$ cat config.mk
export PLATFORM = sky130hd
export DESIGN_NAME = csv_quoted_field_parser_top
export DESIGN_NICKNAME = d
export VERILOG_FILES = /design/src/cqfp_pkg.sv /design/src/cqfp_front.sv /design/src/cqfp_queue.sv /design/src/cqfp_back.sv /design/src/csv_quoted_field_parser_top.sv
export SDC_FILE = /design/constraint.sdc
export NUM_CORES = 1
export LEC_CHECK = 0
export BUFFER_PORTS_ARGS = -buffer_cell sky130_fd_sc_hd__buf_4
export CORE_MARGIN = 5
export CORE_UTILIZATION = 57
export CTS_BUF_LIST = sky130_fd_sc_hd__clkbuf_8
export DETAILED_ROUTE_END_ITERATION = 12
export GPL_TIMING_DRIVEN = 1
export PLACE_DENSITY = 0.79
export SLEW_MARGIN = 20
export SYNTH_ARGS = -nofsm -noshare
export SYNTH_HDL_FRONTEND = slang
export SYNTH_SLANG_ARGS = --single-unit
$ cat constraint.sdc
create_clock -name clk -period 3.75 [get_ports clk]
set_input_delay 0.75 -clock clk [delete_from_list [all_inputs] [get_ports clk]]
set_output_delay 0.75 -clock clk [all_outputs]
set_load 0.02 [all_outputs]
$ cat src/cqfp_pkg.sv
// Types and constants shared by the quoted-field CSV parser modules.
// Holds the parse mode and event kind codes, the character constants and the
// event bundle that travels from the front part to the back part.
package cqfp_pkg;

	localparam logic [7:0] CH_QUOTE   = 8'h22;
	localparam logic [7:0] CH_COMMA   = 8'h2C;
	localparam logic [7:0] CH_SPACE   = 8'h20;
	localparam logic [7:0] CH_NEWLINE = 8'h0A;

	// most events one input byte can cause
	localparam int unsigned MAX_EVENTS = 3;

	// bundle queue between front and back
	localparam int unsigned QUEUE_DEPTH = 4;
	localparam int unsigned QPTR_W      = $clog2(QUEUE_DEPTH);
	localparam int unsigned QCNT_W      = $clog2(QUEUE_DEPTH + 1);

	typedef enum logic [2:0] {
		MODE_BEFORE  = 3'd0,
		MODE_FIELD   = 3'd1,
		MODE_QUOTE   = 3'd2,
		MODE_AFTER   = 3'd3,
		MODE_DISCARD = 3'd4
	} parse_mode_t;

	typedef enum logic [1:0] {
		EV_CHAR       = 2'd0,
		EV_FIELD_END  = 2'd1,
		EV_RECORD_END = 2'd2,
		EV_EOF        = 2'd3
	} event_kind_t;

	// Events caused by one input byte. At most one of them is a character,
	// so a single byte slot serves the whole bundle.
	typedef struct packed {
		logic [1:0]                   cnt;
		event_kind_t [MAX_EVENTS-1:0] kind;
		logic [7:0]                   ch;
	} bundle_t;

endpackage

$ cat src/cqfp_front.sv
// Front part of the quoted-field CSV parser: takes one byte per transfer,
// runs the parse state machine and hands each byte's events on as a bundle.
// Depends on cqfp_pkg.
module cqfp_front (
	input  logic              clk,
	input  logic              arst_n,
	input  logic              accept,
	input  logic [7:0]        text_byte,
	input  logic              end_of_input,
	output logic              push,
	output cqfp_pkg::bundle_t bundle
);

	cqfp_pkg::parse_mode_t mode_q, mode_d, mode_eff;
	logic                  comma_q, comma_d, comma_eff;
	logic                  has_bytes_q, has_bytes_d;
	logic                  consumed;
	logic                  is_quote, is_comma, is_space, is_newline;

	assign is_quote   = (text_byte == cqfp_pkg::CH_QUOTE);
	assign is_comma   = (text_byte == cqfp_pkg::CH_COMMA);
	assign is_space   = (text_byte == cqfp_pkg::CH_SPACE);
	assign is_newline = (text_byte == cqfp_pkg::CH_NEWLINE);

	// A pending quote is resolved first: a doubled quote is consumed as a
	// literal, anything else closes the field and is then parsed after it.
	assign consumed  = (mode_q == cqfp_pkg::MODE_QUOTE) && is_quote;
	assign mode_eff  = (mode_q == cqfp_pkg::MODE_QUOTE) ? cqfp_pkg::MODE_AFTER : mode_q;
	assign comma_eff = (mode_q == cqfp_pkg::MODE_QUOTE) ? 1'b0 : comma_q;

	// next state
	always_comb begin
		mode_d      = mode_q;
		comma_d     = comma_q;
		has_bytes_d = has_bytes_q;
		if (end_of_input) begin
			mode_d      = cqfp_pkg::MODE_BEFORE;
			comma_d     = 1'b0;
			has_bytes_d = 1'b0;
		end else if (consumed) begin
			mode_d      = cqfp_pkg::MODE_FIELD;
			has_bytes_d = 1'b1;
		end else begin
			has_bytes_d = 1'b1;
			mode_d      = mode_eff;
			comma_d     = comma_eff;
			case (mode_eff)
				cqfp_pkg::MODE_BEFORE: begin
					if (is_quote)
						mode_d = cqfp_pkg::MODE_FIELD;
				end
				cqfp_pkg::MODE_FIELD: begin
					if (is_quote)
						mode_d = cqfp_pkg::MODE_QUOTE;
				end
				cqfp_pkg::MODE_AFTER: begin
					if (is_comma)
						comma_d = 1'b1;
					else if (is_quote)
						mode_d = cqfp_pkg::MODE_FIELD;
					else if (!is_space && !is_newline)
						mode_d = cqfp_pkg::MODE_DISCARD;
				end
				default: begin
				end
			endcase
			// a newline always ends the record, also inside a field or a pending quote
			if (is_newline) begin
				mode_d      = cqfp_pkg::MODE_BEFORE;
				comma_d     = 1'b0;
				has_bytes_d = 1'b0;
			end
		end
	end

	// events of this byte
	always_comb begin
		logic [1:0] n;
		n           = 2'd0;
		bundle.kind = '{default: cqfp_pkg::EV_CHAR};
		bundle.ch   = 8'h00;
		if (end_of_input) begin
			if (mode_q == cqfp_pkg::MODE_FIELD || mode_q == cqfp_pkg::MODE_QUOTE) begin
				bundle.kind[n] = cqfp_pkg::EV_FIELD_END;
				n = n + 2'd1;
			end
			if (mode_q != cqfp_pkg::MODE_BEFORE || has_bytes_q) begin
				bundle.kind[n] = cqfp_pkg::EV_RECORD_END;
				n = n + 2'd1;
			end
			bundle.kind[n] = cqfp_pkg::EV_EOF;
			n = n + 2'd1;
		end else if (consumed) begin
			bundle.kind[n] = cqfp_pkg::EV_CHAR;
			bundle.ch      = cqfp_pkg::CH_QUOTE;
			n = n + 2'd1;
		end else begin
			if (mode_q == cqfp_pkg::MODE_QUOTE) begin
				bundle.kind[n] = cqfp_pkg::EV_FIELD_END;
				n = n + 2'd1;
			end
			case (mode_eff)
				cqfp_pkg::MODE_FIELD: begin
					if (is_newline) begin
						bundle.kind[n] = cqfp_pkg::EV_FIELD_END;
						n = n + 2'd1;
					end else if (!is_quote) begin
						bundle.kind[n] = cqfp_pkg::EV_CHAR;
						bundle.ch      = text_byte;
						n = n + 2'd1;
					end
				end
				cqfp_pkg::MODE_AFTER: begin
					// first comma after a field is the separator, later ones are empty fields
					if (is_comma && comma_eff) begin
						bundle.kind[n] = cqfp_pkg::EV_FIELD_END;
						n = n + 2'd1;
					end
				end
				default: begin
				end
			endcase
			if (is_newline) begin
				bundle.kind[n] = cqfp_pkg::EV_RECORD_END;
				n = n + 2'd1;
			end
		end
		bundle.cnt = n;
	end

	assign push = accept && (bundle.cnt != 2'd0);

	always_ff @(posedge clk or negedge arst_n) begin
		if (!arst_n) begin
			mode_q      <= cqfp_pkg::MODE_BEFORE;
			comma_q     <= 1'b0;
			has_bytes_q <= 1'b0;
		end else if (accept) begin
			mode_q      <= mode_d;
			comma_q     <= comma_d;
			has_bytes_q <= has_bytes_d;
		end
	end

endmodule

$ cat src/cqfp_queue.sv
// Short bundle queue between the front and back parts of the CSV parser.
// Register-based FIFO of event bundles. Depends on cqfp_pkg.
module cqfp_queue (
	input  logic              clk,
	input  logic              arst_n,
	input  logic              push,
	input  cqfp_pkg::bundle_t wr_bundle,
	input  logic              pop,
	output cqfp_pkg::bundle_t rd_bundle,
	output logic              full,
	output logic              empty
);

	cqfp_pkg::bundle_t                  mem_q [cqfp_pkg::QUEUE_DEPTH];
	logic [cqfp_pkg::QPTR_W-1:0]        wr_ptr_q, rd_ptr_q;
	logic [cqfp_pkg::QCNT_W-1:0]        cnt_q;

	assign full      = (cnt_q == cqfp_pkg::QCNT_W'(cqfp_pkg::QUEUE_DEPTH));
	assign empty     = (cnt_q == '0);
	assign rd_bundle = mem_q[rd_ptr_q];

	always_ff @(posedge clk) begin
		if (push)
			mem_q[wr_ptr_q] <= wr_bundle;
	end

	always_ff @(posedge clk or negedge arst_n) begin
		if (!arst_n) begin
			wr_ptr_q <= '0;
			rd_ptr_q <= '0;
			cnt_q    <= '0;
		end else begin
			if (push)
				wr_ptr_q <= wr_ptr_q + cqfp_pkg::QPTR_W'(1);
			if (pop)
				rd_ptr_q <= rd_ptr_q + cqfp_pkg::QPTR_W'(1);
			if (push && !pop)
				cnt_q <= cnt_q + cqfp_pkg::QCNT_W'(1);
			else if (pop && !push)
				cnt_q <= cnt_q - cqfp_pkg::QCNT_W'(1);
		end
	end

	a_no_overflow: assert property (@(posedge clk) disable iff (!arst_n)
		push |-> !full) else $error("bundle queue overflow");
	a_no_underflow: assert property (@(posedge clk) disable iff (!arst_n)
		pop |-> !empty) else $error("bundle queue underflow");
	a_no_empty_bundle: assert property (@(posedge clk) disable iff (!arst_n)
		push |-> wr_bundle.cnt != 2'd0) else $error("empty bundle queued");
	a_count_bound: assert property (@(posedge clk) disable iff (!arst_n)
		cnt_q <= cqfp_pkg::QCNT_W'(cqfp_pkg::QUEUE_DEPTH)) else $error("queue count out of range");

endmodule

$ cat src/cqfp_back.sv
// Back part of the quoted-field CSV parser: walks head bundle events one
// per cycle, unless stalled, into the output register. Uses cqfp_pkg.
module cqfp_back (
	input  logic              clk,
	input  logic              arst_n,
	input  logic              q_empty,
	input  cqfp_pkg::bundle_t head,
	output logic              pop,
	output logic              m_axis_tvalid,
	input  logic              m_axis_tready,
	output logic [7:0]        m_axis_tdata,
	output logic [1:0]        m_axis_tuser,
	output logic              m_axis_tlast
);

	logic [1:0]            idx_q;
	logic                  load;
	logic                  is_last;
	cqfp_pkg::event_kind_t kind;
	logic                  valid_q;
	logic [7:0]            data_q;
	logic [1:0]            user_q;
	logic                  last_q;

	assign kind    = head.kind[idx_q];
	assign is_last = (idx_q == head.cnt - 2'd1);
	assign load    = !q_empty && (!valid_q || m_axis_tready);
	assign pop     = load && is_last;

	always_ff @(posedge clk or negedge arst_n) begin
		if (!arst_n) begin
			valid_q <= 1'b0;
			idx_q   <= 2'd0;
		end else begin
			if (load)
				valid_q <= 1'b1;
			else if (m_axis_tready)
				valid_q <= 1'b0;
			if (load)
				idx_q <= is_last ? 2'd0 : idx_q + 2'd1;
		end
	end

	always_ff @(posedge clk) begin
		if (load) begin
			data_q <= (kind == cqfp_pkg::EV_CHAR) ? head.ch : 8'h00;
			user_q <= kind;
			last_q <= is_last;
		end
	end

	assign m_axis_tvalid = valid_q;
	assign m_axis_tdata  = data_q;
	assign m_axis_tuser  = user_q;
	assign m_axis_tlast  = last_q;

	a_idx_in_bundle: assert property (@(posedge clk) disable iff (!arst_n)
		!q_empty |-> idx_q < head.cnt) else $error("event index past bundle");
	a_idx_rewinds: assert property (@(posedge clk) disable iff (!arst_n)
		pop |=> idx_q == 2'd0) else $error("event index not rewound after pop");
	a_last_pops: assert property (@(posedge clk) disable iff (!arst_n)
		(load && is_last) |=> (m_axis_tvalid && m_axis_tlast)) else $error("last event lost");

endmodule

$ cat src/csv_quoted_field_parser_top.sv
// Quoted-field CSV parser, top level.
// Instantiates cqfp_front, cqfp_queue and cqfp_back; depends on cqfp_pkg.
//
// Input channel s_axis: one text byte per transfer in tdata; tuser high marks
// end of input instead of a byte (tdata is then ignored).
// Output channel m_axis: one event per transfer. tuser is the event kind
// (field character, field end, record end, end of input), tdata the field
// character for character events and zero otherwise, tlast marks the final
// event caused by one input transfer. A byte that causes no event gives none.
// Each taken byte's events pass from the front state machine into the
// bundle queue, then one by one into the output register.
// Throughput: one byte per cycle while the receiver is ready and each byte
// causes at most one event; a byte with more (up to three) holds the back
// part until all are sent, and the four-entry queue absorbs that until full.
// When the receiver stalls, the output register holds its event and the
// queue fills; s_axis_tready drops only once the queue is full.
// Reset clears the parse state to record start and empties the queue.
module csv_quoted_field_parser_top (
	input  logic       clk,
	input  logic       arst_n,
	input  logic       s_axis_tvalid,
	output logic       s_axis_tready,
	input  logic [7:0] s_axis_tdata,  // [7:0] text_byte
	input  logic       s_axis_tuser,  // [0] end_of_input
	output logic       m_axis_tvalid,
	input  logic       m_axis_tready,
	output logic [7:0] m_axis_tdata,  // [7:0] field_byte
	output logic [1:0] m_axis_tuser,  // [1:0] event_kind
	output logic       m_axis_tlast
);

	logic              accept;
	logic              push;
	logic              pop;
	logic              q_full;
	logic              q_empty;
	cqfp_pkg::bundle_t wr_bundle;
	cqfp_pkg::bundle_t head;

	assign s_axis_tready = !q_full;
	assign accept        = s_axis_tvalid && s_axis_tready;

	cqfp_front u_front (
		.clk          (clk),
		.arst_n       (arst_n),
		.accept       (accept),
		.text_byte    (s_axis_tdata),
		.end_of_input (s_axis_tuser),
		.push         (push),
		.bundle       (wr_bundle)
	);

	cqfp_queue u_queue (
		.clk       (clk),
		.arst_n    (arst_n),
		.push      (push),
		.wr_bundle (wr_bundle),
		.pop       (pop),
		.rd_bundle (head),
		.full      (q_full),
		.empty     (q_empty)
	);

	cqfp_back u_back (
		.clk           (clk),
		.arst_n        (arst_n),
		.q_empty       (q_empty),
		.head          (head),
		.pop           (pop),
		.m_axis_tvalid (m_axis_tvalid),
		.m_axis_tready (m_axis_tready),
		.m_axis_tdata  (m_axis_tdata),
		.m_axis_tuser  (m_axis_tuser),
		.m_axis_tlast  (m_axis_tlast)
	);

endmodule
==> impl_metrics.py <==
metrics = {
    "grt": {
        "grt_pass1_wl_mm": 12.8,
        "grt_use_total_pct": 18.7,
        "grt_overflow_total": 0,
        "antenna_found_initial": 0,
        "grt_max_degree": 19,
        "busiest_layer": "met2",
        "grt_pass1_vias": 2553,
        "met2_usage_pct": 30.1,
        "grt_use_met1_pct": 25.8,
        "grt_util_met3_pct": 2.58,
    },
    "timing": {
        "fin_crit_sh_pct": 96.3,
        "hold_viol": 0,
        "setup_violations": 0,
        "hold_slack_ns": 0.234,
        "max_freq_mhz": 277,
        "relSlewSlack_pct": 43.1,
        "min_period_ns": 3.61,
        "slew_viol_final": 0,
        "worst_clock_skew_ns": 0.00999,
        "tightest_slew_ns": 0.854,
        "layout_setup_ws_ns": 0.137,
    },
    "routing": {
        "drt_wl_total_mm": 7.75,
        "ant_nets": 0,
        "dr.pass1.iters": 4,
        "drtIter0Drc": 144,
        "wire_per_inst_um": 17.8,
        "routed_via_density": 5.70,
        "post-route-drc-count": 0,
        "vias": 2484,
    },
    "min_path": {
        "hold_class": "input pin to async pin",
    },
    "clocking": {
        "cts_tree": "built",
        "cts_num_sinks": 90,
        "cts_buffers": 9,
        "clock_latency_ns": 0.35,
        "clockBufferDepth": 2,
        "cts-htree-levels": 3,
        "path_clk_slew_ns": 0.10,
        "clockRootBuffer": "clkbuf_8",
    },
    "placed_design": {
        "portBuffers": 25,
        "place_congestion": 0.891,
        "hpwl_mm": 5.25,
        "preCtsSetupSlack_ns": -0.266,
    },
    "critical_path": {
        "path_cells": "buf_4 > or4_4 > nor2_4 > nand2_1 > ha_1 > and3b_1 > nand2b_4 > ha_4 > nor3_4 > o21ai_2 > a31oi_4 > ha_4 > inv_2 > fa_2 > xor2_1 > nor2_1 > xor2_1",
        "arrival_ns": 3.89,
        "endpoint_kind": "register",
        "cp_max_fo": 4,
        "critPathRequiredTime_ns": 4.03,
        "worst_setup_path_start_kind": "input pin",
        "critPathMaxStageDelay_ns": 0.59,
        "critPathKind": "input pin to register",
        "crit_path_top_delay_cell": "or4_4",
    },
    "logic_synthesis": {
        "yosys_warnings": 0,
        "synthCells": 286,
        "synth_area_per_cell_sq_um": 14.7,
        "ys_seq_area_share_pct": 62.7,
        "synth_edf_count": 75,
        "synthArstFlopShare_pct": 16.7,
        "ys_seq_elements": 90,
        "ys.flop_type": "edfxtp_1",
        "netlist_area_sq_um": 4190,
        "synth_nets": 314,
        "ys_types": 51,
    },
    "die": {
        "rows": 31,
        "core_area_sq_um": 7210,
        "io_pins": 26,
        "dieHeight_um": 95.7,
        "die_w_um": 95.7,
        "die_area_sq_um": 9170,
        "start_util_pct": 58.1,
    },
    "pwr": {
        "worst_ir_drop_vdd_mv": 0.257,
        "pwr_density_cell_nw_per_um2": 666,
        "power_mw": 3.32,
        "p_leak_nw": 1.92,
    },
    "layout": {
        "fin_nets": 360,
        "n_antenna_cell": 0,
        "drive_gt1_share_pct": 31.8,
        "area_delta_synth_final_pct": 19.1,
    },
    "run_status": {
        "status": "finished, final reports clean",
    },
    "flow_run": {
        "cap_violations": 0,
    },
}
## cell usage after synthesis, types with 2 or more instances
master,number,area [sq um]
a21oi_1,8,40.0
and2_1,5,31.3
and3_1,7,43.8
and3b_1,2,17.5
buf_2,6,30.0
clkbuf_1,5,18.8
dfrtp_1,15,375
edfxtp_1,75,2250
ha_1,14,175
inv_1,16,60.1
mux2_2,2,22.5
mux2i_1,4,40.0
mux4_2,16,360
nand2_1,10,37.5
nand2b_1,6,37.5
nand3_1,9,45.0
nand3b_1,3,22.5
nor2_1,14,52.6
nor2b_1,10,62.6
nor3_1,7,35.0
nor4_1,4,25.0
o21ai_0,11,55.1
o22ai_1,2,12.5
xnor2_1,6,52.6
xor2_1,3,26.3
## stage by stage
stage	utilization, %	cells	cell area [sq um]	setup TNS [ns]
after floorplan	-	286	4280	-0.329
after global placement	65.6	418	4730	-0.322
after detailed placement	65.6	418	4730	-1.68
after CTS	68.7	434	4960	0
after global routing	69.1	436	4990	-0.0199
final	69.1	436	4990	0
## cells in the final DEF (no fill, tap or decap), drive strengths merged, types with 4 or more instances in the layout
cell type | Yosys | final
a21oi | 8 | 8
and2 | 5 | 5
and3 | 7 | 7
buf | 8 | 48
clkbuf | 5 | 9
dfrtp | 15 | 15
edfxtp | 75 | 75
ha | 14 | 14
inv | 16 | 20
mux2i | 4 | 4
mux4 | 16 | 16
nand2 | 10 | 10
nand2b | 7 | 7
nand3 | 9 | 9
nor2 | 14 | 14
nor2b | 10 | 10
nor3 | 7 | 7
nor4 | 4 | 4
o21ai | 12 | 12
xnor2 | 6 | 6
## kinds of logic after synthesis
family	Yosys count	synth area share, %
xor gates and xnor gates	9	1.88
and+or+nand+nor	87	12.2
DFF	90	62.7
adders and majority gates	15	4.66
AOI/OAI and AO/OA	33	5.26
muxes	23	10.5
buffers and inverters	29	2.87
## area by class of cell
type	count	area (sq um)
Timing Repair Buffer	48	410
Sequential cell	90	2630
Clock inverter	7	106
Fill cell	492	2230
Clock buffer	9	124
Inverter	16	60.1
Multi-Input combinational cell	167	1540
Tap cell	99	124
## power by group
| part | switching (mW) | internal (mW) |
|---|---|---|
| sequential | 0.119 | 1.34 |
| combinational | 0.566 | 0.550 |
| clock | 0.358 | 0.388 |
## worst max-delay path, delay by kind of cell
family,cells,cell delay (ns)
buffers and inverters,2,0.14
adder cells (fa/ha/maj),4,1.01
XOR/XNOR,2,0.31
AND/OR/NAND/NOR,7,1.35
AO/OA/AOI/OAI,2,0.32
## state kept, by name, indices dropped and copies added (netlist names)
signal	flops
u_queue.cnt_q	3
u_back.m_axis_tvalid	1
u_queue.wr_ptr_q	2
u_front.mode_q	3
u_back.m_axis_tuser	2
u_back.idx_q	2
u_queue.mem_q	64
u_back.m_axis_tdata	8
u_front.comma_q	1
u_front.has_bytes_q	1
u_back.m_axis_tlast	1
u_queue.rd_ptr_q	2
## final timing paths
check	startpoint	endpoint	slack, ns	cells after the start
min	arst_n	u_queue.rd_ptr_q[1]	0.23	1
max in group asynchronous	arst_n	u_front.has_bytes_q	3.31	1
max	s_axis_tdata[4]	u_queue.cnt_q[2]	0.14	17
max reg2reg	u_front.mode_q[2]	u_queue.cnt_q[2]	0.38	17
min in group clk	u_front.has_bytes_q	u_front.has_bytes_q	0.48	1
min reg2reg	u_front.has_bytes_q	u_front.has_bytes_q	0.48	1
## repair_timing
item / 4_1_cts / 5_1_grt
setup endpoints to repair: 0 / 1
hold buffers: 0 / 0
buffers inserted: 0 / 2
hold endpoints to repair: 0 / 0
resized for setup: 0 / 3
## per-layer routing
layer / up-vias / share of wire, %
li1: 1171 / -
met3: 8 / 3.0
met5: - / 0
met2: 61 / 53
met1: 1244 / 43
met4: 0 / 1.1
No activity file was read; power rests on OpenSTA's default activity.
